## src/hdl/gbd_ram.sv

```systemverilog
// Generic single-port RAM with a registered read.
module gbd_ram #(
	parameter int WIDTH = 8,
	parameter int DEPTH = 16
) (
	input  logic                                  clk,
	input  logic                                  we,
	input  logic [((DEPTH > 1) ? $clog2(DEPTH) : 1)-1:0] addr,
	input  logic [WIDTH-1:0]                      wdata,
	output logic [WIDTH-1:0]                      rdata
);

	logic [WIDTH-1:0] mem [DEPTH];

	// One access per cycle; read returns the old contents.
	always_ff @(posedge clk) begin
		if (we) begin
			mem[addr] <= wdata;
		end
		rdata <= mem[addr];
	end

endmodule

```

## config.mk

```make
export PLATFORM = sky130hd
export DESIGN_NAME = gbd_ram
export DESIGN_NICKNAME = d
export VERILOG_FILES = /design/src/hdl/gbd_ram.sv
export SDC_FILE = /design/constraint.sdc
export NUM_CORES = 1
export LEC_CHECK = 0
export BUFFER_PORTS_ARGS = -buffer_cell sky130_fd_sc_hd__clkbuf_2
export CAP_MARGIN = 30
export CORE_UTILIZATION = 30
export CTS_BUF_LIST = sky130_fd_sc_hd__clkbuf_2 sky130_fd_sc_hd__clkbuf_4 sky130_fd_sc_hd__clkbuf_8
export DETAILED_ROUTE_END_ITERATION = 8
export PLACE_DENSITY = 0.49
export SYNTH_ARGS = -nofsm -noshare
export SYNTH_HDL_FRONTEND = slang
export SYNTH_SLANG_ARGS = --single-unit
export TNS_END_PERCENT = 50
```

## constraint.sdc

```tcl
create_clock -name clk -period 2.2 [get_ports clk]
set_input_delay 0.33 -clock clk [delete_from_list [all_inputs] [get_ports clk]]
set_output_delay 0.33 -clock clk [all_outputs]
set_load 0.02 [all_outputs]
```

* Word level (Yosys, flattened, before mapping)
Memory sizes are Yosys's and may differ from the RTL's. A register that Yosys moved wholly into a read port is not among the register bits.
Index checks and enable logic that the tools add are counted.
** Storage, ports and cells
- Memories kept :: 1
- Output and inout bits :: 8
- Bits of input ports :: 14
- Flip-flop bits (word level) :: 0
- Memory bits (writable) :: 128
- Logic and storage cells :: 3
** Memory list
- mem :: depth 16, bits a word 8, read ports 1, clocked after memory_dff 1, write ports 1, line 13 : logic [WIDTH-1:0] mem [DEPTH];
** Cells by class
- Muxes and demuxes :: 2
** Operators by type and width (count)
- $mux W1 :: 2

* Depth between registers and ports, before layout
- Depth after elaboration :: 2
- Mapped depth :: 5
- Depth with buffers taken out :: 3

* Worst setup path after synthesis
Ideal clock, no wire load.
- Path kind :: input-to-reg
- Start point :: in addr[2] in the netlist's numbering
- End point :: mem mem[0][0], enable pin
- Setup slack :: 0.377 ns
- Stages on the path :: 2
- Data required time :: 1.817 ns
- Arrival :: 1.440 ns
- Setup time :: 0.383 ns
- Cell sequence :: or3b_2 -> nor3_1
** RTL lines
- start, declared :: line 8 : input logic [((DEPTH > 1) ? $clog2(DEPTH) : 1)-1:0] addr,
- end, declared :: line 13
Straight into the memory's write port.

==> flow_summary_export.csv <==
group,metric,value,unit
routing,drt_pass1_iterations,4,
worst_hold_path,min_path_type,"primary input to flip-flop",
sta,period_minus_slack,1420,ps
synthesis,synth_common_cells,"edfxtp_1, mux4_2, a22oi_1",
clocking,clock-sinks,136,
clocking,cts_resized,0,
power,power_frac_seq,57.3,%
routing,ant_nets,0,
worst_setup_path,r2r.worst_path.cells,3,
sta,postLayoutSetupSlackWorst,782,ps
clocking,cts_tree,"yes",
sta,fmax,705,MHz
global_route,grt_overflow,0,
routing,wl,9.88,mm
power,sw_frac_of_total,21.1,%
worst_setup_path,cp_slowest_stage_delay,520,ps
clocking,clk_latency,440,ps
worst_setup_path,reg2reg_to,"rdata[3]$_DFF_P_",
floorplanning,start_util,30.7,%
worst_setup_path,path_class,"primary input to flip-flop",
clocking,cts_setup_buffers,0,
sta,finalCritPeriodShare,64.4,%
placed_design,dp_slack,289,ps
worst_setup_path,path_cells,"clkbuf_2, buf_12, mux4_2, a22oi_1, nand2_1",
global_route,antenna_found_initial,0,
synthesis,yosysTopAreaCell,"edfxtp_1",
synthesis,synth_ff_type,"edfxtp_1",
synthesis,yosys.area.top_type_share,75.9,%
synthesis,synth_edf_count,128,
sta,holdWs,326,ps
synthesis,synth.cell_area,0.00507,mm2
final_layout,fin_nets,298,
final_layout,fin_util,36.2,%
worst_setup_path,critPathMaxFanout,23,
sta,finalHoldViolations,0,
worst_setup_path,crit_required,2520,ps
clocking,cts.path.max_buffers,2,
routing,drtIter0Drc,221,
status,outcome,"finished clean",
synthesis,synth.distinct_cells,18,
sta,worst_slew_pin_slew,622,ps
sta,setup_violations,0,
final_layout,drive_above_1_share,37.0,%
global_route,grt_max_degree,40,
global_route,grt_pass1_vias,2471,
worst_setup_path,worst_ep_arrival_time,1740,ps
power,power_frac_comb,5.8,%
routing,wl_per_cell,19.1,um
sta,fin_tns_setup,0,ps
synthesis,ys_seq_elements,136,
final_layout,antennaDiodeCount,0,
worst_setup_path,critPathLaunch,"addr[0]",
synthesis,synth_area_per_cell,22.0,um2
sta,max_slew_margin,58.5,%
floorplanning,die_area,0.0174,mm2
routing,via_per_inst,4.58,
synthesis,synth_most_common_cell,"edfxtp_1",
synthesis,synth_cells,230,
routing,drc_errors,0,
worst_setup_path,rrSetupSlack,850,ps
power,net-switching-power,1070,uW
worst_setup_path,cp-start-kind,"primary input",
synthesis,syn_nets,244,
floorplanning,rows,47,
power,powerDensity,849,mW/mm2
power,power_leakage,0.00196,uW
worst_setup_path,r2r_start,"mem[2][3]$_DFFE_PP_",
floorplanning,core_area,0.0165,mm2
global_route,grt_pass1_wl,15.1,mm
placed_design,dp_hpwl,6.57,mm
final_layout,area_delta_synth_final,18.0,%
synthesis,seq_area_frac_synth,79.0,%
placed_design,place_congestion,0.687,
clocking,cts-root-buf,"clkbuf_8",
global_route,grt_usage,12.5,%
clocking,path_clk_slew,70,ps
sta,rsz0062_at_grt,"no",
synthesis,synthArstFlopShare,0,%
routing,via_count,2370,
power,intPower,4010,uW
synthesis,synth-warning-count,0,
worst_setup_path,slowest_stage,"mux4_2",
run,drv_cap,0,
floorplanning,die_w,132,um
placed_design,io_buffers,21,
floorplanning,fp.dieH,132,um
clocking,cts_hold_buf,0,
clocking,cts-htree-levels,4,
clocking,cts_made_buffers,17,
floorplanning,io_pins,22,
power,peakVddDrop,0.332,mV
power,p_clk_share,36.9,%
worst_setup_path,critPathCaptureType,"flip-flop",
worst_setup_path,cp-endpoint,"rdata[3]$_DFF_P_",
sta,finalClockSkew,13.7,ps
synthesis,synth.area.top_cells,"edfxtp_1, mux4_2, dfxtp_1",
final_layout,n_fill_cell,1501,
sta,drv_slew,0,
## per-layer routing
metal  part of all wire (%)  track usage (%)  up-vias
met5                      0                0        -
met4                    1.4             5.43        0
met3                    4.7             4.23       12
met2                     50             19.9       52
met1                     44             15.5     1236
li1                       -                -     1070
## power by group through the flow
stage	clock network [uW]	logic, uW	registers [uW]
2_1_floorplan	0	149	2980
3_3_place_gp	0	299	2970
3_5_place_dp	0	303	2970
4_1_cts	1920	303	2910
5_1_grt	2030	322	2920
6_report	1870	294	2910
## sequential cells by signal, indices dropped and copies added (netlist names)
signal  flops
rdata       8
mem       128
## worst min path at each step
stage	start	to	slack [ps]	cells after the start
detailed placement	mem[15][3]$_DFFE_PP_	rdata[3]$_DFF_P_	670	3
global placement	mem[15][3]$_DFFE_PP_	rdata[3]$_DFF_P_	670	3
finish	wdata[0]	mem[10][0]$_DFFE_PP_	330	1
CTS	wdata[0]	mem[11][0]$_DFFE_PP_	290	1
global route	wdata[0]	mem[9][0]$_DFFE_PP_	320	1
floorplan	wdata[0]	mem[0][0]$_DFFE_PP_	430	0
## through the flow
stage | std cells | instance area (um2) | power (uW)
2_1_floorplan | 230 | 5070 | 3130
6_report | 517 | 5980 | 5080
3_3_place_gp | 485 | 5610 | 3270
3_5_place_dp | 485 | 5610 | 3270
5_1_grt | 517 | 5980 | 5270
4_1_cts | 517 | 5980 | 5140
## placed cells by master, fill, tap and decap left out
cell,instances
edfxtp_1,128
mux4_2,32
buf_4,22
clkbuf_2,21
clkbuf_8,19
a22oi_1,16
nor2_1,13
nand2_1,9
dfxtp_1,8
clkinv_2,5
nor3_1,4
clkbuf_4,4
buf_12,3
nor2b_1,2
nand3b_1,2
nand2b_1,2
and2_1,1
nand3_1,1
or3b_2,1
clkinv_4,1
bufinv_16,1
clkinv_1,1
clkinvlp_4,1
## kinds of logic (layout without fill, tap and decap cells)
group | Yosys count | after routing | synth area share [%]
flops | 136 | 136 | 79.0
simple gates | 35 | 35 | 3.21
mux | 32 | 32 | 14.2
compound gates | 16 | 16 | 2.37
buf+inv | 11 | 78 | 1.19
## worst max-delay path, delay by kind of cell
| family | cells | cell delay, ps |
|---|---|---|
| multiplexers | 1 | 520 |
| buffers and inverters | 2 | 490 |
| AO/OA/AOI/OAI | 1 | 290 |
| AND/OR/NAND/NOR | 1 | 100 |
## final cells by class
type / count / area (um2) / area share [%]
Clock buffer: 23 / 292 / 4.88
Multi-Input combinational cell: 83 / 1000 / 16.8
Tap cell: 220 / 275 / 4.60
Sequential cell: 136 / 4000 / 67.0
Clock inverter: 9 / 75.1 / 1.26
Timing Repair Buffer: 46 / 330 / 5.52
Note: power is estimated with default switching activity, not from simulation.
