$ cat src/hdl/gbd_pkg.sv
// Shared types, constants and helper functions of the gray box downscaler.
package gbd_pkg;

	// Accumulator geometry.
	localparam int MAX_DEST_WIDTH = 64;
	localparam int COL_AW = (MAX_DEST_WIDTH > 1) ? $clog2(MAX_DEST_WIDTH) : 1;
	localparam int SUM_W = 24;
	localparam int CNT_W = 16;
	localparam int ENTRY_W = SUM_W + CNT_W;
	localparam int DIVD_W = SUM_W + 1;
	localparam int COORD_W = 17;

	localparam logic [CNT_W-1:0] CNT_MAX = {CNT_W{1'b1}};
	localparam logic [15:0] SCALE_CAP = 16'h8000;
	localparam logic [15:0] DOWN_LIMIT = 16'd4092;

	// Luma weights, sum of 128.
	localparam logic [7:0] W_RED = 8'd38;
	localparam logic [7:0] W_GREEN = 8'd75;
	localparam logic [7:0] W_BLUE = 8'd15;
	localparam logic [7:0] ALPHA_OPAQUE = 8'd255;

	// Configuration register indexes.
	typedef enum logic [2:0] {
		REG_ORIGIN_X = 3'd0,
		REG_ORIGIN_Y = 3'd1,
		REG_DEST_WIDTH = 3'd2,
		REG_SCALE_X = 3'd3,
		REG_SCALE_Y = 3'd4
	} cfg_reg_t;

	// Sequencer states.
	typedef enum logic [3:0] {
		ST_IDLE,
		ST_PX1,
		ST_PX2,
		ST_DEC,
		ST_FL_SCAN,
		ST_FL_DATA,
		ST_FL_DIV,
		ST_FL_EMIT,
		ST_ACC_RD,
		ST_ACC_WR,
		ST_REP
	} state_t;

	typedef struct packed {
		logic [11:0] origin_x;
		logic [11:0] origin_y;
		logic [6:0]  dest_width;
		logic [15:0] scale_x;
		logic [15:0] scale_y;
	} cfg_t;

	typedef struct packed {
		logic [11:0] src_x;
		logic [11:0] src_y;
		logic [7:0]  red;
		logic [7:0]  green;
		logic [7:0]  blue;
		logic [7:0]  alpha;
	} pix_in_t;

	typedef struct packed {
		logic [7:0]         gray;
		logic [COORD_W-1:0] x0;
		logic [COORD_W-1:0] x1;
		logic [COORD_W-1:0] y0;
		logic [COORD_W-1:0] y1;
		logic               idx_ok;
		logic [COL_AW-1:0]  idx;
		logic               down;
	} px_t;

	typedef struct packed {
		logic              start;
		logic [DIVD_W-1:0] dividend;
		logic [CNT_W-1:0]  divisor;
	} div_req_t;

	typedef struct packed {
		logic       busy;
		logic       done;
		logic [7:0] quot;
	} div_rsp_t;

	// Number of active accumulator columns.
	function automatic logic [6:0] columns(input logic [6:0] dw);
		logic [6:0] r;
		r = dw;
		if (32'(dw) > MAX_DEST_WIDTH) begin
			r = 7'(MAX_DEST_WIDTH);
		end
		return r;
	endfunction

	// Scale limited to 8.0 in Q4.12.
	function automatic logic [15:0] cap_scale(input logic [15:0] s);
		return s[15] ? SCALE_CAP : s;
	endfunction

endpackage

$ cat src/hdl/gbd_pixel.sv
// Two-stage pixel datapath: gray level, alpha blend and scaled coordinates.
module gbd_pixel (
	input  logic             clk,
	input  gbd_pkg::pix_in_t pix,
	input  gbd_pkg::cfg_t    cfg,
	output gbd_pkg::px_t     px
);

	logic [14:0] luma_sum;
	logic [7:0]  luma;
	logic [15:0] cap_x;
	logic [15:0] cap_y;
	logic [28:0] px0_prod;
	logic [28:0] px1_prod;
	logic [28:0] py0_prod;
	logic [28:0] py1_prod;

	logic [7:0]  luma_s1;
	logic [15:0] blend_s1;
	logic [15:0] white_s1;
	logic        opaque_s1;
	logic [16:0] sx0_s1;
	logic [16:0] sx1_s1;
	logic [16:0] sy0_s1;
	logic [16:0] sy1_s1;
	logic        down_s1;

	logic [16:0] mix;
	logic [16:0] mix_div;
	logic [16:0] x0;
	logic [16:0] x1r;
	logic [16:0] y0;
	logic [16:0] y1r;
	logic [6:0]  cols;

	// Stage one: luma, blend product and the four scaled positions.
	always_comb begin
		luma_sum = 15'(pix.red) * 15'(gbd_pkg::W_RED) + 15'(pix.green) * 15'(gbd_pkg::W_GREEN)
			+ 15'(pix.blue) * 15'(gbd_pkg::W_BLUE);
		luma = luma_sum[14:7];
		cap_x = gbd_pkg::cap_scale(cfg.scale_x);
		cap_y = gbd_pkg::cap_scale(cfg.scale_y);
		px0_prod = 29'(pix.src_x) * 29'(cap_x);
		px1_prod = (29'(pix.src_x) + 29'd1) * 29'(cap_x);
		py0_prod = 29'(pix.src_y) * 29'(cap_y);
		py1_prod = (29'(pix.src_y) + 29'd1) * 29'(cap_y);
	end

	always_ff @(posedge clk) begin
		luma_s1 <= luma;
		blend_s1 <= 16'(luma) * 16'(pix.alpha);
		white_s1 <= 16'(gbd_pkg::ALPHA_OPAQUE) * 16'(gbd_pkg::ALPHA_OPAQUE - pix.alpha);
		opaque_s1 <= pix.alpha == gbd_pkg::ALPHA_OPAQUE;
		sx0_s1 <= px0_prod[28:12];
		sx1_s1 <= px1_prod[28:12];
		sy0_s1 <= py0_prod[28:12];
		sy1_s1 <= py1_prod[28:12];
		down_s1 <= (cap_x < gbd_pkg::DOWN_LIMIT) || (cap_y < gbd_pkg::DOWN_LIMIT);
	end

	// Stage two: divide the blend by 255 and place the block on screen.
	always_comb begin
		mix = 17'(blend_s1) + 17'(white_s1);
		mix_div = (mix + 17'd1 + (mix >> 8)) >> 8;
		x0 = 17'(cfg.origin_x) + sx0_s1;
		x1r = 17'(cfg.origin_x) + sx1_s1;
		y0 = 17'(cfg.origin_y) + sy0_s1;
		y1r = 17'(cfg.origin_y) + sy1_s1;
		cols = gbd_pkg::columns(cfg.dest_width);
	end

	always_ff @(posedge clk) begin
		px.gray <= opaque_s1 ? luma_s1 : mix_div[7:0];
		px.x0 <= x0;
		px.x1 <= (x1r <= x0) ? x0 + 17'd1 : x1r;
		px.y0 <= y0;
		px.y1 <= (y1r <= y0) ? y0 + 17'd1 : y1r;
		px.idx_ok <= sx0_s1 < 17'(cols);
		px.idx <= sx0_s1[gbd_pkg::COL_AW-1:0];
		px.down <= down_s1;
	end

endmodule

$ cat config.mk
export PLATFORM = sky130hd
export DESIGN_NAME = gbd_pixel
export DESIGN_NICKNAME = d
export VERILOG_FILES = /design/src/hdl/gbd_pkg.sv /design/src/hdl/gbd_pixel.sv
export SDC_FILE = /design/constraint.sdc
export NUM_CORES = 2
export LEC_CHECK = 0
export ABC_AREA = 1
export BUFFER_PORTS_ARGS = -buffer_cell sky130_fd_sc_hd__buf_2
export CAP_MARGIN = 10
export CELL_PAD_IN_SITES_DETAIL_PLACEMENT = 1
export CELL_PAD_IN_SITES_GLOBAL_PLACEMENT = 2
export CORE_AREA = 2 2 318 320
export DETAILED_ROUTE_END_ITERATION = 6
export DIE_AREA = 0 0 320 322
export GPL_TIMING_DRIVEN = 1
export PLACE_DENSITY_LB_ADDON = 0.2
export SYNTH_ARGS = -nofsm -noshare
export SYNTH_HDL_FRONTEND = slang
export SYNTH_SLANG_ARGS = --single-unit
$ cat constraint.sdc
create_clock -name clk -period 28 [get_ports clk]
set_clock_uncertainty 0.05 [all_clocks]
set_input_delay 8.4 -clock clk [delete_from_list [all_inputs] [get_ports clk]]
set_output_delay 8.4 -clock clk [all_outputs]
set_load 0.03 [all_outputs]
# Word-level counts from Yosys, hierarchy flattened
# Index checks and enable logic that the tools add are counted.
[totals]
in_bits = 120
wordCells = 54
regBits = 192
out_inout_bits = 84
[op_classes]
n_addsub = 14
n_mul = 9
n_reduce_logical = 1
order_cmp = 6
mux = 6
eq_ne = 1
[ops]
columns = ["op", "n"]
rows = [
  ["$mul A13 B16 Y29", 2],
  ["$mul A12 B16 Y28", 2],
  ["$add A12 B16 Y17", 2],
  ["$add A12 B17 Y17", 2],
  ["$add A17 B1 Y17 const B", 2],
  ["$le A17 B17 Y1", 2],
  ["$mux W17", 2],
  ["$lt A16 B12 Y1 const B", 2],
  ["$mux W16", 2],
  ["$add A12 B1 Y13 const B", 2],
  ["$add A16 B16 Y17", 1],
  ["$add A16 B1 Y16 const B", 1],
  ["$add A16 B9 Y16", 1],
  ["$lt A16 B7 Y1", 1],
  ["$mul A8 B8 Y16", 1],
  ["$mul A9 B9 Y16 const A", 1],
  ["$add A14 B15 Y15", 1],
  ["$add A15 B12 Y15", 1],
  ["$mul A8 B7 Y15 const B", 1],
  ["$mul A8 B5 Y13 const B", 1],
  ["$mul A8 B4 Y12 const B", 1],
  ["$sub A8 B8 Y9 const A", 1],
  ["$eq A8 B8 Y1 const B", 1],
  ["$mux W8", 1],
  ["3 further kinds", 3],
]

# Depth between registers and ports, before layout
[depth]
depth_word = 4
depth_mapped = 43
depth_no_buf = 43

# Least setup slack after synthesis
# No wires, ideal clock.
[synth_timing]
path_kind = "input-to-reg"
start = "input port pix[25] (netlist name)"
end = "register blend_s1[14]"
setup_slack_ps = 11202
setup_ps = 72
required_time_ps = 27878
n_path_buf = 0
path_stages = 37
arrival_ps = 16676
cell_sequence = "ha_1 > fa_1 > ha_1 > nand2_1 > o21ai_0 > xnor2_1 > fa_1 > fa_1 > inv_1 > fa_1 > inv_1 > fa_1 > inv_1 > ha_1 > nand2_1 > o21ai_0 > a21oi_1 > o21bai_1 > xor2_1 > nor2_1 > fa_1 > inv_1 > fa_1 > inv_1 > fa_1 > inv_1 > fa_1 > inv_1 > ha_1 > a21oi_1 > o21ai_0 > a21oi_1 > o21ai_0 > a21oi_1 > nor2_1 > nor2_1 > xnor2_1"
[synth_between]
elab_chain_cells = 4
[synth_rtl]
columns = ["item", "line", "source"]
rows = [
  ["start, declared", "gbd_pixel.sv:4", "input gbd_pkg::pix_in_t pix,"],
  ["$mul A8 B5 Y13", "gbd_pixel.sv:38", "luma_sum = 15'(pix.red) * 15'(gbd_pkg::W_RED) + 15'(pix.green) * 15'(gbd_pkg::W_GREEN)"],
  ["$add A14 B15 Y15", "gbd_pixel.sv:38", ""],
  ["$add A15 B12 Y15", "gbd_pixel.sv:39", "+ 15'(pix.blue) * 15'(gbd_pkg::W_BLUE);"],
  ["$mul A8 B8 Y16", "gbd_pixel.sv:51", "blend_s1 <= 16'(luma) * 16'(pix.alpha);"],
  ["end signal, assigned", "gbd_pixel.sv:51", ""],
  ["end, declared", "gbd_pixel.sv:19", "logic [15:0] blend_s1;"],
]
# No other way between the ends.

# Worst setup path in the final report
# Ends and elaborated chain as after synthesis.

==> metrics.md <==
| Metric | Value |
|---|---|
| Worst path top cell family by delay | `adder cells` |
| Crit path kind | `in -> reg` |
| Multi-input gate area | `0.0329 mm2` |
| Hold_buf cts | `0` |
| HP Start | `down_s1` |
| Hold-critical path endpoint | `px[0]` |
| Slowest stage delay, CP | `0.61 ns` |
| Post-synth EDFFs | `0` |
| Critical path required time | `28.39 ns` |
| Crit path time final | `17.52 ns` |
| Status | `completed` |
| Final period utilization | `62.6%` |
| Yosys warning count | `0` |
| Worst-Margin Slew | `1.03 ns` |
| Deepest clock path buffer count | `2` |
| # Max-Cap Violations | `0` |
| Reg-to-Reg Start | `sx0_s1[0]` |
| First-pass GRT wire length | `214 mm` |
| Seq/Total Area, Yosys | `9.23%` |
| Port bufs | `203` |
| Largest net degree at the start of global routing | `32` |
| TritonCTS buffer count | `17` |
| Setup repair bufs after CTS | `0` |
| CP startpoint kind | `input port` |
| 1st-pass router iterations | `7` |
| Worst-path maximum fanout | `7` |
| Post-synth top flop | `dfxtp_1` |
| Synth top area share | `33.5%` |
| CP endpoint kind | `flop` |
| CTS tree | `built` |
| Core Util, Final | `44.7%` |
| Row cnt | `116` |
| RSZ-0062 raised after global routing | `false` |
| Top cells by count, synth | `nand2_1 (1245), inv_1 (1148), fa_1 (697), nor2_1 (531), ha_1 (517)` |
| Final hold violation count | `0` |
| TNS Setup | `0 ns` |
| Tot GR Track Use | `26.6%` |
| Mapped Cells | `5430` |
| CP dominant cell by count | `fa_1` |
| Root Driver | `clkbuf_16` |
| CP max-delay cell | `xor2_1` |
| CTS resizes | `0` |
| Wirelength per Cell | `19.5 um` |
| Hold WC Path Type | `reg -> reg` |
| Final setup margin | `10.48 ns` |
| Worst Hold Slack | `0.302 ns` |
| # fillers | `12500` |
| Post-synth ARST share | `0%` |
| DRT antenna net count | `0` |
| DR iter-0 viols | `1713` |
| Starting Density | `41.8%` |
| Vias | `35300` |
| Htree depth | `4` |
| I/O pin cnt | `204` |
| Fin. max-slew vios | `0` |
| DR DRC count | `0` |
| WL final | `134 mm` |
| Vias in the first global route | `38500` |
| R2R depth | `19` |
| # setup viols final | `0` |
| Seq. cell area | `0.00384 mm2` |
| Crit path buf inv count | `8` |
| Hold depth | `0` |
| Syn Nets | `6764` |
| Die ar. | `0.103 mm2` |
| Slew HR | `31.2%` |
| Critical path arrival | `17.91 ns` |
| Routability congestion estimate from global placement | `0.909` |
| Detailed-route vias per instance | `5.14` |
| Die Y | `322 um` |
| Netlist cell types | `51` |
| Reg2Reg Setup Slack | `23.27 ns` |
| Critical R2R Capture | `px[47]` |
| Pre-CTS setup slack | `9.97 ns` |
| GRT overflow | `0` |
| Clock insertion delay at the later pin of the skew report | `0.54 ns` |
| Post-DP HPWL | `112 mm` |
| Synth top area cells | `fa_1 (34%), ha_1 (16%), nand2_1 (11%)` |
| Clock Sink Count | `192` |
| Share of cells above drive strength 1 | `5.51%` |
| Synth area leader | `fa_1` |
| Number of synthesized register bits | `192` |
| Fin nets | `6879` |
| Layout overhead on the synthesized area | `6.87%` |
| Avg Inst Size Synth | `7.67 um2` |
| Clock transition at path regs | `0.12 ns` |
| Horiz. Die Dim | `320 um` |
| Antenna violations before repair | `5` |
| Core Footprint | `0.0996 mm2` |
| Post-Syn Area | `0.0416 mm2` |
| Fmax achieved | `57.1 MHz` |
| Most common cell in the netlist | `nand2_1` |
sequential cells by signal (all words and copies together) (netlist names):
register,count
sy0_s1,16
px,84
luma_s1,8
sx0_s1,16
white_s1,16
down_s1,1
sy1_s1,17
sx1_s1,17
opaque_s1,1
blend_s1,16
layout by cell type (no fill, tap or decap), types with 95 or more instances in the layout:
cell type,n
nand2_1,1245
inv_1,1148
fa_1,697
nor2_1,531
ha_1,517
a21oi_1,238
buf_2,203
nand3_1,192
dfxtp_1,192
o21ai_0,132
xor2_1,95
cell type report:
type	instances	share of cell area, %
Antenna cell	1	0.00562
Clock buffer	17	0.956
Clock inverter	15	0.371
Inverter	1171	9.88
Multi-Input combinational cell	3941	73.9
Sequential cell	192	8.64
Tap cell	1298	3.65
Timing Repair Buffer	222	2.60
per-layer routing:
metal	global-route usage, %	vias up	routed length (um)
met5	0	-	21
met4	5.78	4	2520
met3	2.63	133	5210
met2	44.6	666	62100
met1	37.3	17800	63700
li1	-	16700	-
cells by family (layout without fill, tap and decap cells):
group | Yosys count | count (layout) | share of synthesized area [%]
xor gates and xnor gates | 151 | 151 | 3.30
buffers and inverters | 1297 | 1425 | 11.8
adders and majority gates | 1214 | 1214 | 49.0
other | 0 | 1 | 0
DFF | 192 | 192 | 9.23
AOI/OAI and AO/OA | 453 | 453 | 5.90
and+or+nand+nor | 2123 | 2123 | 20.7
metrics by stage:
step           std cells  area [um2]
2_1_floorplan       5430       41600
3_3_place_gp        6824       43900
3_5_place_dp        6824       43900
4_1_cts             6856       44500
5_1_grt             6857       44500
6_report            6857       44500
worst max path at each step:
stage,startpoint,endpoint,slack [ns],cells past startpoint
4_1_cts,pix[25],blend_s1[14],10.49,38
2_1_floorplan,pix[25],blend_s1[14],11.20,37
3_3_place_gp,pix[25],blend_s1[14],10.14,38
5_1_grt,pix[25],blend_s1[14],9.87,38
3_5_place_dp,pix[25],blend_s1[14],9.97,38
6_report,pix[25],blend_s1[14],10.48,38
worst register-to-register path, stage by stage (launching register included):
cell and delay, ns:
dfxtp_1 0.41, ha_1 0.30, fa_1 0.32, nand2_1 0.11, nand2_1 0.14, nand3_1 0.11, nand2_1 0.12, nand2_1 0.08
nand2_1 0.06, nand2_1 0.06, nor3_1 0.47, inv_1 0.17, ha_1 0.36, nand4_1 0.14, nor2_1 0.24, inv_1 0.06
o21ai_0 0.15, nand2_1 0.36, inv_1 0.62, o21ai_0 0.24
Power is left out: the tool's default activity adds up to more than one toggle a clock period on the data nets, which glitch-free logic cannot reach.
