$ cat src/hdl/gbd_pkg.sv
// Shared types, constants and helper functions of the gray box downscaler.
package gbd_pkg;

	// Accumulator geometry.
	localparam int MAX_DEST_WIDTH = 64;
	localparam int COL_AW = (MAX_DEST_WIDTH > 1) ? $clog2(MAX_DEST_WIDTH) : 1;
	localparam int SUM_W = 24;
	localparam int CNT_W = 16;
	localparam int ENTRY_W = SUM_W + CNT_W;
	localparam int DIVD_W = SUM_W + 1;
	localparam int COORD_W = 17;

	localparam logic [CNT_W-1:0] CNT_MAX = {CNT_W{1'b1}};
	localparam logic [15:0] SCALE_CAP = 16'h8000;
	localparam logic [15:0] DOWN_LIMIT = 16'd4092;

	// Luma weights, sum of 128.
	localparam logic [7:0] W_RED = 8'd38;
	localparam logic [7:0] W_GREEN = 8'd75;
	localparam logic [7:0] W_BLUE = 8'd15;
	localparam logic [7:0] ALPHA_OPAQUE = 8'd255;

	// Configuration register indexes.
	typedef enum logic [2:0] {
		REG_ORIGIN_X = 3'd0,
		REG_ORIGIN_Y = 3'd1,
		REG_DEST_WIDTH = 3'd2,
		REG_SCALE_X = 3'd3,
		REG_SCALE_Y = 3'd4
	} cfg_reg_t;

	// Sequencer states.
	typedef enum logic [3:0] {
		ST_IDLE,
		ST_PX1,
		ST_PX2,
		ST_DEC,
		ST_FL_SCAN,
		ST_FL_DATA,
		ST_FL_DIV,
		ST_FL_EMIT,
		ST_ACC_RD,
		ST_ACC_WR,
		ST_REP
	} state_t;

	typedef struct packed {
		logic [11:0] origin_x;
		logic [11:0] origin_y;
		logic [6:0]  dest_width;
		logic [15:0] scale_x;
		logic [15:0] scale_y;
	} cfg_t;

	typedef struct packed {
		logic [11:0] src_x;
		logic [11:0] src_y;
		logic [7:0]  red;
		logic [7:0]  green;
		logic [7:0]  blue;
		logic [7:0]  alpha;
	} pix_in_t;

	typedef struct packed {
		logic [7:0]         gray;
		logic [COORD_W-1:0] x0;
		logic [COORD_W-1:0] x1;
		logic [COORD_W-1:0] y0;
		logic [COORD_W-1:0] y1;
		logic               idx_ok;
		logic [COL_AW-1:0]  idx;
		logic               down;
	} px_t;

	typedef struct packed {
		logic              start;
		logic [DIVD_W-1:0] dividend;
		logic [CNT_W-1:0]  divisor;
	} div_req_t;

	typedef struct packed {
		logic       busy;
		logic       done;
		logic [7:0] quot;
	} div_rsp_t;

	// Number of active accumulator columns.
	function automatic logic [6:0] columns(input logic [6:0] dw);
		logic [6:0] r;
		r = dw;
		if (32'(dw) > MAX_DEST_WIDTH) begin
			r = 7'(MAX_DEST_WIDTH);
		end
		return r;
	endfunction

	// Scale limited to 8.0 in Q4.12.
	function automatic logic [15:0] cap_scale(input logic [15:0] s);
		return s[15] ? SCALE_CAP : s;
	endfunction

endpackage

$ cat src/hdl/gbd_div.sv
// Restoring divider producing the eight-bit rounded column average.
module gbd_div (
	input  logic              clk,
	input  logic              arst_n,
	input  gbd_pkg::div_req_t req,
	output gbd_pkg::div_rsp_t rsp
);

	logic [gbd_pkg::DIVD_W-1:0] rem_q;
	logic [gbd_pkg::CNT_W-1:0]  dsr_q;
	logic [2:0]                 k_q;
	logic [7:0]                 quot_q;
	logic                       busy_q;
	logic                       done_q;
	logic [gbd_pkg::DIVD_W:0]   shifted;
	logic                       ge;

	// Trial subtraction of the divisor shifted to the current quotient bit.
	always_comb begin
		shifted = (gbd_pkg::DIVD_W + 1)'(dsr_q) << k_q;
		ge = {1'b0, rem_q} >= shifted;
	end

	// Control of the eight iterations.
	always_ff @(posedge clk or negedge arst_n) begin
		if (!arst_n) begin
			busy_q <= 1'b0;
			done_q <= 1'b0;
			k_q <= 3'd0;
		end else if (req.start) begin
			busy_q <= 1'b1;
			done_q <= 1'b0;
			k_q <= 3'd7;
		end else if (busy_q) begin
			k_q <= k_q - 3'd1;
			if (k_q == 3'd0) begin
				busy_q <= 1'b0;
				done_q <= 1'b1;
			end
		end
	end

	// Partial remainder and quotient.
	always_ff @(posedge clk) begin
		if (req.start) begin
			rem_q <= req.dividend;
			dsr_q <= req.divisor;
			quot_q <= 8'd0;
		end else if (busy_q) begin
			if (ge) begin
				rem_q <= rem_q - shifted[gbd_pkg::DIVD_W-1:0];
			end
			quot_q <= {quot_q[6:0], ge};
		end
	end

	assign rsp.busy = busy_q;
	assign rsp.done = done_q;
	assign rsp.quot = quot_q;

endmodule

$ cat config.mk
export PLATFORM = sky130hd
export DESIGN_NAME = gbd_div
export DESIGN_NICKNAME = d
export VERILOG_FILES = /design/src/hdl/gbd_pkg.sv /design/src/hdl/gbd_div.sv
export SDC_FILE = /design/constraint.sdc
export NUM_CORES = 1
export LEC_CHECK = 0
export ABC_AREA = 1
export BUFFER_PORTS_ARGS = -buffer_cell sky130_fd_sc_hd__buf_2
export CORE_MARGIN = 8
export CORE_UTILIZATION = 60
export CTS_BUF_LIST = sky130_fd_sc_hd__clkbuf_8
export CTS_CLUSTER_SIZE = 40
export DETAILED_ROUTE_END_ITERATION = 7
export HOLD_SLACK_MARGIN = 0.05
export PLACE_DENSITY_LB_ADDON = 0.25
export SLEW_MARGIN = 30
export SYNTH_ARGS = -nofsm -noshare
export SYNTH_HDL_FRONTEND = slang
export SYNTH_SLANG_ARGS = --single-unit
export TNS_END_PERCENT = 30
$ cat constraint.sdc
create_clock -name clk -period 8.7 [get_ports clk]
set_input_delay 0.435 -clock clk [delete_from_list [all_inputs] [get_ports clk]]
set_output_delay 0.435 -clock clk [all_outputs]
set_load 0.05 [all_outputs]
# --- Yosys cells after proc, flatten, opt, wreduce, memory -nomap -nowiden ---
# Index checks and enable logic that the tools add are counted.
word_totals:
  reg_bits: 54
  inputBits: 44
  out_inout_bits: 10
  word_cells: 27
classes:
  add_sub_neg: 2
  n_lt_le_gt_ge: 1
  shifts: 1
  n_mux: 11
  reduce_logical: 6
ops:
  columns: ["operator", "n"]
  rows:
  - ["25-bit two-way mux", 3]
  - ["25-bit by 26-bit greater-or-equal comparator with 1-bit output", 1]
  - ["16-bit by 3-bit left shift with 26-bit output", 1]
  - ["25-bit subtractor", 1]
  - ["1-bit two-way mux", 6]
  - ["3-bit two-way mux", 2]
  - ["2-bit nonzero test", 3]
  - ["2-bit AND reduction", 2]
  - ["3-bit zero test", 1]
  - ["3-bit by 1-bit subtractor with 3-bit output (second input constant)", 1]

# --- Longest topological paths before layout ---
# Gate-level depths: netlist (run 1).
logic_depth:
  depth_word: 5
  depth_mapped: 20
  ltp_nobuf: 20

# --- Least setup slack after synthesis (run 1) ---
# OpenSTA, ideal clock, no wires.
synth_path:
  path_type: "reg-to-reg"
  from: "register k_q[1]"
  to: "register rem_q[0] (netlist name), enable pin"
  setup_ns: 0.382
  arrival_time_ns: 2.646
  required_time_ns: 8.318
  setup_slack_ns: 5.672
  path_stages_with_launch: 13
  path_buffers: 1
  period_less_slack_ns: 3.028
  path_cell_list: "dfrtp_1 -> inv_1 -> clkbuf_1 -> nand3_1 -> o21ai_0 -> o21ai_0 -> ha_1 -> nand2_1 -> nor4_1 -> nand3b_1 -> nand2_1 -> nand2_1 -> nand2_1"
synth_via:
  elab_chain_len: 4
synth_lines:
  columns: ["element", "line", "rtl"]
  rows:
  - ["start, declared", "gbd_div.sv:11", "logic [2:0] k_q;"]
  - ["start signal, assigned", "gbd_div.sv:35", "k_q <= k_q - 3'd1;"]
  - ["16-bit by 3-bit left shift with 26-bit output", "gbd_div.sv:20", "shifted = (gbd_pkg::DIVD_W + 1)'(dsr_q) << k_q;"]
  - ["25-bit by 26-bit greater-or-equal comparator with 1-bit output", "gbd_div.sv:21", "ge = {1'b0, rem_q} >= shifted;"]
  - ["2-bit nonzero test (no line)", null, null]
  - ["2-bit AND reduction (no line)", null, null]
  - ["end signal, assigned", "gbd_div.sv:46", "rem_q <= req.dividend;"]
  - ["end signal, assigned", "gbd_div.sv:51", "rem_q <= rem_q - shifted[gbd_pkg::DIVD_W-1:0];"]
  - ["end, declared", "gbd_div.sv:9", "logic [gbd_pkg::DIVD_W-1:0] rem_q;"]
# Every way passes these cells.
# A chain may end at the register's enable or synchronous reset.

# --- Worst setup path after layout (run 1) ---
layout_path:
  from: "register k_q[0]"
  to: "register rem_q[6] (netlist name), enable pin"
# The elaborated chain is that of the path after synthesis.

==> flow_summary.toml, run 1 <==
[outcome]
status = "finished clean"

[hold_path]
min_path_type = "in -> reg"

[grt]
antenna_found_initial = 0
use_met1 = 0.2874
use_met2 = 0.3933
gr-total-overflow = 0
grt_max_degree = 51
use_met3 = 0.05041
grt_first_pass_wirelength_mm = 18.95
grt_usage = 0.2322
grt_pass1_vias = 4125
grt_busiest_layer = "met2"

[critical_path]
path_class = "reg -> reg"
critPathArrivalTime_ns = 3.78
worstPathRequired_ns = 8.66
path_cells = "inv_1 -> nand2_1 -> nand2_1 -> o21ai_0 -> nor2_1 -> a31oi_1 -> ha_1 -> nand2_1 -> nor2_4 -> nand2_2 -> nor2_2 -> nand2_1 -> nand3_1 -> nor2_1 -> nand2_1 -> nand2_1 -> nand2_2"
cpPeakStageDelay_ns = 0.75
endpoint_kind = "register"
crit_top_cell = "nand2_1"
worstPathMaxFanout = 25
slowest_stage = "dfrtp_1"
cp-start-kind = "register"

[clocking]
htree_levels = 2
clockBufferDepth = 2
cts_root_buf = "clkbuf_8"
tritoncts = "yes"
cts_buffers = 5
post-cts-setup-buffer-count = 0
cts_hold_buffers = 1
insertion_delay_ns = 0.32
clk_pin_slew_ns = 0.10
cts_resized = 0
cts.sinks = 54

[synth]
synth_area_mm2 = 0.004456
synth_compound_area_frac = 0.08060
synth_warnings = 0
avgSynthCellArea_um2 = 6.485
synth_cells = 687
synthAdderAreaFrac = 0.07470
synth_xor_area_frac = 0.009829
syn_nets = 757
yosysUniqueCellTypes = 34
yosysSeqAreaShare = 0.3404
synth_top_family_by_area = "simple AND/OR/NAND/NOR gates"
yosys.area_share.simple = 0.3861
ys_ff_latch = 54
muxShareOfSynthArea = 0.004493

[pwr]
p_per_area_mw_per_mm2 = 314.8
irDropWorstVdd_mv = 0.1284
total_power_mw = 1.539
p_leak_nw = 2.603

[final_layout]
drive_gt1_frac = 0.1189
nFillCells = 678
area_growth_pct = 9.688
layout_common_cells = "nand2_1, inv_1, buf_2"
final_common_cell = "nand2_1"
nNetsFinal = 801
diodes = 0

[sta]
final_hold_viol_count = 0
period_minus_slack_ns = 3.818
fmax_ghz = 0.2619
worst_slew_pin_slew_ns = 0.6740
slew_headroom = 0.5491
finalSetupViolCount = 0
fin_ws_ns = 4.882
period_share = 0.4389
rsz0062_at_grt = "no"
final.setup.tns_ns = 0
finClkSkew_ns = 0.01037
finalMaxSlewViolations = 0

[detailed_routing]
antenna_left = 0
vias_per_cell = 5.211
drc = 0
routed_wl_mm = 11.67
wl_per_cell_um = 14.04
vias = 4330
drt_first_pass_iters = 5
drtIter0Drc = 249

[placement]
dp.final_hpwl_mm = 9.192
preCtsSetupSlack_ns = 4.910
gp_congestion = 0.9719
port_buffers = 53

[floorplanning]
rows = 31
start_util = 0.6176
dieArea_mm2 = 0.01044
die_w_um = 102.2
core_mm2 = 0.007214
die_h_um = 102.2
pin_count = 54

[flow_run]
drv_cap = 0
-- final timing paths --
kind | depth (start not counted) | to | from | slack [ns]
max | 17 | rem_q[6]$_DFFE_PP_ | k_q[0]$_DFFE_PN0P_ | 4.88
min | 1 | dsr_q[11]$_DFFE_PP_ | req[11] | 0.29
max reg2reg | 17 | rem_q[6]$_DFFE_PP_ | k_q[0]$_DFFE_PN0P_ | 4.88
min reg2reg | 2 | quot_q[0]$_SDFFE_PP0P_ | quot_q[0]$_SDFFE_PP0P_ | 0.48
max in group asynchronous | 2 | done_q$_DFFE_PN0P_ | arst_n | 8.10
min in group asynchronous | 2 | k_q[1]$_DFFE_PN0P_ | arst_n | 0.47
-- cell families (layout without fill, tap and decap cells) --
group                    count (synthesis)  after routing
AO/OA/AOI/OAI                           70             70
multiplexers                             2              2
AND/OR/NAND/NOR                        412            412
flip-flops                              54             54
XOR/XNOR                                 5              5
buffers and inverters                  118            163
adder cells (fa/ha/maj)                 26             26
-- critical path: cells and delay by family, from the launching register on --
| kind | cells | cell delay, ns |
|---|---|---|
| AOI/OAI and AO/OA | 2 | 0.44 |
| adders and majority gates | 1 | 0.22 |
| buffers and inverters | 1 | 0.37 |
| DFF | 1 | 0.75 |
| and+or+nand+nor | 13 | 1.66 |
-- per-stage QoR --
stage	hold WS (ns)	utilization	cell area, µm²	cells
4_1_cts	0.2822	0.6774	4887	831
5_1_grt	0.2746	0.6774	4887	831
2_1_floorplan	0.1394	-	4456	687
3_5_place_dp	0.2563	0.6618	4775	822
3_3_place_gp	0.2529	0.6615	4772	822
6_report	0.2886	0.6774	4887	831
-- registers in the layout (all words and copies together) (netlist names) --
| name | count |
|---|---|
| done_q | 1 |
| k_q | 3 |
| dsr_q | 16 |
| busy_q | 1 |
| quot_q | 8 |
| rem_q | 25 |
-- layout make-up --
cell class	count	area, µm²	area share
Clock buffer	6	82.58	0.01690
Clock inverter	2	20.02	0.004096
Inverter	98	367.9	0.07527
Multi-Input combinational cell	515	2479	0.5072
Sequential cell	54	1516	0.3103
Tap cell	99	123.9	0.02535
Timing Repair Buffer	57	297.8	0.06093
-- power breakdown --
group	internal [mW]	switching, mW
clock network	0.0679	0.0922
logic	0.321	0.648
registers	0.373	0.0367
total	0.762	0.777
-- synth_stat cells --
cell type    n  share of area
nand4_1      7         0.0098
buf_1        1        0.00084
buf_2        4         0.0045
nor3_1       3         0.0034
inv_2        1        0.00084
o31ai_1      1         0.0017
nand3b_1     6          0.010
or2_2        5         0.0070
clkbuf_1    11         0.0093
nor2_2       5         0.0070
o21ai_0     45          0.051
nor2_1      44          0.037
nand2_1    282           0.24
xor2_1       3         0.0059
o211ai_1     1         0.0017
fa_1         1         0.0045
and2_1       2         0.0028
inv_1       97          0.082
or2_1        1         0.0014
o21ai_1      1         0.0011
buf_4        4         0.0067
mux2i_1      2         0.0045
o21bai_1     1         0.0017
nor4_1       2         0.0028
ha_1        25          0.070
nor2_4       2         0.0051
nand3_1     44          0.049
edfxtp_1    41           0.28
a21oi_1     20          0.022
a31oi_1      1         0.0014
dfxtp_1      8          0.036
dfrtp_1      5          0.028
nand2_2      9          0.013
xnor2_1      2         0.0039
-- routing by layer --
metal,wire length (µm),share of wire,vias to the layer above
met1,5086,0.44,1913
met5,0,0,-
met3,881,0.076,20
met4,226,0.019,0
met2,5470,0.47,141
li1,-,-,2256
Note: power is estimated with default switching activity, not from simulation.
==> inputs of run 2 (changes only) <==
Clock period 8.7 ns to 3.65 ns, I/O delays scaled along.
==> run 2 against run 1 <==
Non-clock buffer count up 20. Setup slack got worse by 4.4 ns. Sequential share of layout area down 1.2 points. Maximum frequency grew 22%. Routed wire length up 7.4%. Combinational power rose by 140%. Largest cell class unchanged.
==> flow_summary.toml, run 2 (synthesis results as in run 1) <==
[clocking]
cts.sinks = 54
htree_levels = 2
cts_buffers = 5
clk_pin_slew_ns = 0.10
cts_root_buf = "clkbuf_8"
clockBufferDepth = 2
cts_resized = 0
post-cts-setup-buffer-count = 0
insertion_delay_ns = 0.31
tritoncts = "yes"

[final_layout]
nNetsFinal = 821
reg.largest.list = "rem_q: 25 flops, dsr_q: 16 flops, quot_q: 8 flops"
nFillCells = 639
finalInstanceArea_mm2 = 0.005081
final_common_cell = "nand2_1"
drive_gt1_frac = 0.1184
layout_common_cells = "nand2_1, inv_1, buf_2"
area_growth_pct = 14.04
top_register = "rem_q"
largest_reg_flops = 25
diodes = 0

[critical_path]
endpoint_kind = "register"
crit_top_cell = "nand2_1"
r2r-end = "rem_q[14]$_DFFE_PP_"
rrSetupSlack_ns = 0.52
slowest_stage = "ha_1"
worstSetupPathDepth = 18
critPathArrivalTime_ns = 3.14
crit_path_start = "k_q[0]$_DFFE_PN0P_"
r2r_cells = 18
reg2reg_from = "k_q[0]$_DFFE_PN0P_"
cp-start-kind = "register"
path_cells = "inv_1 -> nand2_1 -> nand2_1 -> o21ai_0 -> nand2_1 -> o21ai_0 -> ha_1 -> nand2_2 -> nor2_4 -> nand2_2 -> nor2_2 -> nand2_1 -> nand3_1 -> nor2_1 -> nand2_1 -> nand2_1 -> nand2_1 -> buf_4"
path_class = "reg -> reg"
endpoint = "rem_q[14]$_DFFE_PP_"
cp_top_family = "simple AND/OR/NAND/NOR gates"
worstPathMaxFanout = 14
cpPeakStageDelay_ns = 0.41
worstPathRequired_ns = 3.66
cp_num_buf_inv = 2

[floorplanning]
dieArea_mm2 = 0.01044
core_mm2 = 0.007214
rows = 31
pin_count = 54
start_util = 0.6176
die_h_um = 102.2
die_w_um = 102.2

[pwr]
p_per_area_mw_per_mm2 = 734.4
irDropWorstVdd_mv = 0.2839
p_leak_nw = 2.692
total_power_mw = 3.732

[placement]
dp.final_hpwl_mm = 9.358
dpl_cell_area_mm2 = 0.004802
gp_congestion = 0.9883
port_buffers = 53

[grt]
gr-total-overflow = 0
grt_first_pass_wirelength_mm = 20.80
antenna_found_initial = 0
grt_usage = 0.2552
grt_pass1_vias = 4390
grt_max_degree = 50

[sta]
final.setup.tns_ns = 0
finalSetupViolCount = 0
worst_slew_pin_slew_ns = 0.6090
finClkSkew_ns = 0.009574
final_hold_viol_count = 0
period_share = 0.8569
rsz0062_at_grt = "no"
period_minus_slack_ns = 3.128
fmax_ghz = 0.3197
slew_headroom = 0.5935
finalMaxSlewViolations = 0

[outcome]
status = "finished clean"

[detailed_routing]
wl_per_cell_um = 14.73
vias = 4532
drt_first_pass_iters = 5
drc = 0
drtIter0Drc = 264
routed_wl_mm = 12.53
vias_per_cell = 5.325
antenna_left = 0

[hold_path]
min_path_type = "in -> reg"

[flow_run]
drv_cap = 0
==> run 2: repair_timing <==
item / 4_1_cts / 5_1_grt
hold endpoints to repair: 21 / 0
hold buffers: 17 / 0
setup endpoints to repair: 0 / 0
==> run 2: how the worst min path moves through the flow <==
stage                        from  cells after the start             endpoint
after floorplan            arst_n                      0     busy_q$_DFF_PN0_
after global placement     arst_n                      1   done_q$_DFFE_PN0P_
after detailed placement   arst_n                      1   done_q$_DFFE_PN0P_
after CTS                 req[35]                      3  rem_q[19]$_DFFE_PP_
after global routing      req[33]                      3  rem_q[17]$_DFFE_PP_
final                     req[35]                      3  rem_q[19]$_DFFE_PP_
==> run 2: layer usage <==
metal	vias up	GRT usage	part of all wire
li1	2289	-	-
met1	2030	0.3178	0.42
met2	178	0.4338	0.48
met3	35	0.04700	0.076
met4	0	0.08239	0.024
met5	-	0	0
==> run 2: layout make-up <==
class                   count  area [µm²]  area share
clock buffers               5       68.82     0.01354
clock inverters             3       40.04    0.007880
inverters                  98       367.9     0.07240
multi-input cells         515        2476      0.4873
flip-flops and latches     54        1516      0.2984
well taps                  99       123.9     0.02438
repair buffers             77       488.0     0.09604
==> run 2: metrics by stage <==
| step | hold WS, ns | instances | worst slack [ns] | util |
|---|---|---|---|---|
| detailed placement | 0.007972 | 826 | 0.6155 | 0.6656 |
| CTS | 0.1287 | 851 | 0.5951 | 0.7043 |
| finish | 0.1327 | 851 | 0.5222 | 0.7043 |
| global route | 0.1235 | 851 | 0.1783 | 0.7043 |
| floorplan | -0.1131 | 687 | 0.6222 | - |
| global placement | 0.005193 | 826 | 0.6665 | 0.6656 |
==> run 2: worst min-delay path: stages <==
cell and delay [ns]:
buf_2 0.07, nand2_1 0.04, nand2_1 0.05
==> run 2: power breakdown <==
| group | switching (mW) | leakage (nW) | internal (mW) | total, mW |
|---|---|---|---|---|
| logic | 1.56 | 2.09 | 0.787 | 2.35 |
| registers | 0.0799 | 0.541 | 0.887 | 0.967 |
| clock network | 0.213 | 0.0599 | 0.203 | 0.417 |
==> inputs of run 3 (changes only) <==
Settings changed: ABC_AREA 1 to unset, BUFFER_PORTS_ARGS -buffer_cell sky130_fd_sc_hd__buf_2 to unset, DONT_BUFFER_PORTS set to 1, HOLD_SLACK_MARGIN 0.05 to 0.03.
==> run 3 against run 2 <==
Core utilization down 3.6 points. Sequential share of layout area grew 3.9 points. Final cell count fell by 39%. First-iteration DRC count grew 12%. Largest cell class unchanged. Synthesized cell count is 38% lower. Non-clock buffer count is 48 lower. Global-route usage shrank 4.5 points. Clock power decreased by 2%. Sequential power rose by 4%. Setup slack worse by 0.41 ns. Clock skew decreased by 0.0010 ns.
==> flow_summary.toml, run 3 <==
[outcome]
status = "finished clean"

[critical_path]
r2r-end = "rem_q[1]$_DFFE_PP_"
cpPeakStageDelay_ns = 0.42
worstPathMaxFanout = 26
slowest_stage = "dfrtp_1"
cp-start-kind = "register"
r2r_cells = 11
endpoint = "rem_q[1]$_DFFE_PP_"
cp_num_buf_inv = 2
reg2reg_from = "k_q[0]$_DFFE_PN0P_"
cp_top_family = "simple AND/OR/NAND/NOR gates"
path_class = "reg -> reg"
worstSetupPathDepth = 11
crit_path_start = "k_q[0]$_DFFE_PN0P_"
endpoint_kind = "register"
critPathArrivalTime_ns = 3.56
crit_top_cell = "buf_12"
rrSetupSlack_ns = 0.11
path_cells = "buf_12 -> mux2_2 -> o21ai_0 -> or2_2 -> ha_1 -> and4_4 -> nand2_1 -> nor4_2 -> a41oi_1 -> a41oi_4 -> buf_12"
worstPathRequired_ns = 3.67

[floorplanning]
start_util = 0.6145
dieArea_mm2 = 0.009792
die_w_um = 98.96
core_mm2 = 0.006719
die_h_um = 98.96
rows = 30
pin_count = 54

[clocking]
cts_root_buf = "clkbuf_8"
clk_pin_slew_ns = 0.10
tritoncts = "yes"
cts_resized = 0
cts.sinks = 54
insertion_delay_ns = 0.31
htree_levels = 2
cts_buffers = 5
clockBufferDepth = 2

[synth]
synth_edf_count = 41
yosysUniqueCellTypes = 73
synth.largest_area_cell = "edfxtp_1"
ys.flop_type = "edfxtp_1"
synth_top_cells_by_area = "edfxtp_1, ha_1, mux2i_1, nand2_1, dfxtp_1"
yosysMostFrequentCell = "nand2_1"
yosys.area.top_type_share = 0.2982
synth_area_mm2 = 0.004129
syn_nets = 496
synthArstFlopShare = 0.09259
ys_ff_latch = 54
avgSynthCellArea_um2 = 9.692
synthTopCellsByCount = "nand2_1, edfxtp_1, o21ai_0, mux2i_1, nor2_1"
yosysSeqAreaShare = 0.3673
synth_cells = 426
synth_warnings = 0

[sta]
finalSetupViolCount = 0
period_minus_slack_ns = 3.536
rsz0062_at_grt = "no"
finalMaxSlewViolations = 0
whs_ns = 0.05621
slew_headroom = 0.6081
worst_slew_pin_slew_ns = 0.5871
finClkSkew_ns = 0.008574
period_share = 0.9687
fmax_ghz = 0.2828
final.setup.tns_ns = 0
final_hold_viol_count = 0

[grt]
gr-total-overflow = 0
grt_usage = 0.2101
antenna_found_initial = 0
use_met1 = 0.2609
grt_max_degree = 54
grt_pass1_vias = 3342
use_met2 = 0.3514
use_met3 = 0.04510
grt_busiest_layer = "met2"
grt_first_pass_wirelength_mm = 16.53

[final_layout]
finalCoreUtilization = 0.6687
multi_input_area_mm2 = 0.002441
top_register = "rem_q"
largest_reg_flops = 25
nFillCells = 525
layout_common_cells = "nand2_1, edfxtp_1, o21ai_0"
instances_no_fill = 517
nNetsFinal = 506
final_common_cell = "nand2_1"
reg.largest.list = "rem_q: 25 flops, dsr_q: 16 flops, quot_q: 8 flops"
area_growth_pct = 8.818
drive_gt1_frac = 0.1076
regArea_mm2 = 0.001516
diodes = 0

[detailed_routing]
wl_per_cell_um = 20.04
drtIter0Drc = 295
vias_per_cell = 6.665
drt_first_pass_iters = 5
routed_wl_mm = 10.36
vias = 3446
antenna_left = 0
drc = 0

[placement]
dp.final_hpwl_mm = 7.560
dpl.cell_count = 491
port_buffers = 0
gp_congestion = 0.9496

[pwr]
irDropWorstVdd_mv = 0.4099
p_per_area_mw_per_mm2 = 757.8
p_leak_nw = 1.782

[flow_run]
drv_cap = 0

[hold_path]
min_path_type = "in -> reg"
[run 3: cell types whose count changed after synthesis, moves of 10 or more]
cell | before | now
mux2i_1 | 2 | 27
nor2_1 | 44 | 27
nand2_1 | 282 | 52
inv_1 | 97 | 9
nand3_1 | 44 | 8
a21o_1 | 0 | 10
o21ai_0 | 45 | 29
[run 3: final cells by class]
cell class	count	share of cell area
Clock inverter	3	0.009468
Clock buffer	5	0.01532
Tap cell	80	0.02228
Inverter	11	0.009190
Sequential cell	54	0.3375
Timing Repair Buffer	29	0.06294
Multi-Input combinational cell	335	0.5433
[run 3: repair_timing]
| action | 4_1_cts | 5_1_grt |
|---|---|---|
| hold buffers | 18 | 0 |
| endpoints found under the hold margin | 46 | 0 |
| setup buffers | 0 | 0 |
[run 3: kinds of logic (layout without fill, tap and decap cells)]
group                    count (synthesis)  count (layout)  synth area share
AND/OR/NAND/NOR                        135             135            0.1597
buffers and inverters                   37              48           0.04606
multiplexers                            36              36            0.1064
flip-flops                              54              54            0.3673
XOR/XNOR                                12              12           0.02545
adder cells (fa/ha/maj)                 26              26           0.08061
AO/OA/AOI/OAI                          126             126            0.2146
[run 3: power by group]
group | total (mW) | leakage (nW) | switching (mW) | internal, mW
clock network | 0.408 | 0.0595 | 0.205 | 0.204
registers | 1.01 | 0.540 | 0.119 | 0.886
logic | 1.99 | 1.18 | 1.19 | 0.805
[run 3: stage by stage]
stage | total power [mW] | worst slack (ns) | cell area [µm²]
5_1_grt | 3.642 | 0.01650 | 4493
3_5_place_dp | 2.940 | 0.2239 | 4207
4_1_cts | 3.375 | 0.1355 | 4498
6_report | 3.405 | 0.1141 | 4493
3_3_place_gp | 2.915 | 0.2967 | 4207
2_1_floorplan | 2.512 | 0.09237 | 4148
[run 3: worst register-to-register path: cells and delay by family, from the launching register on]
family	cells	cell delay, ns
AOI/OAI and AO/OA	3	0.68
adders and majority gates	1	0.42
buffers and inverters	2	0.41
DFF	1	0.42
muxes	1	0.27
and+or+nand+nor	4	1.02
[run 3: routing by layer]
layer	vias up	wire [µm]
li1	1645	-
met1	1628	4379
met2	154	4901
met3	19	818
met4	0	261
met5	-	0
[run 3: worst min-delay path by stage]
stage,slack [ns],depth (start not counted),from,end
floorplan,-0.11,0,arst_n,busy_q$_DFF_PN0_
global placement,-0.11,0,arst_n,k_q[2]$_DFFE_PN0P_
detailed placement,-0.11,0,arst_n,k_q[2]$_DFFE_PN0P_
CTS,0.06,2,req[19],rem_q[3]$_DFFE_PP_
global route,0.06,2,req[19],rem_q[3]$_DFFE_PP_
finish,0.06,2,req[28],rem_q[12]$_DFFE_PP_
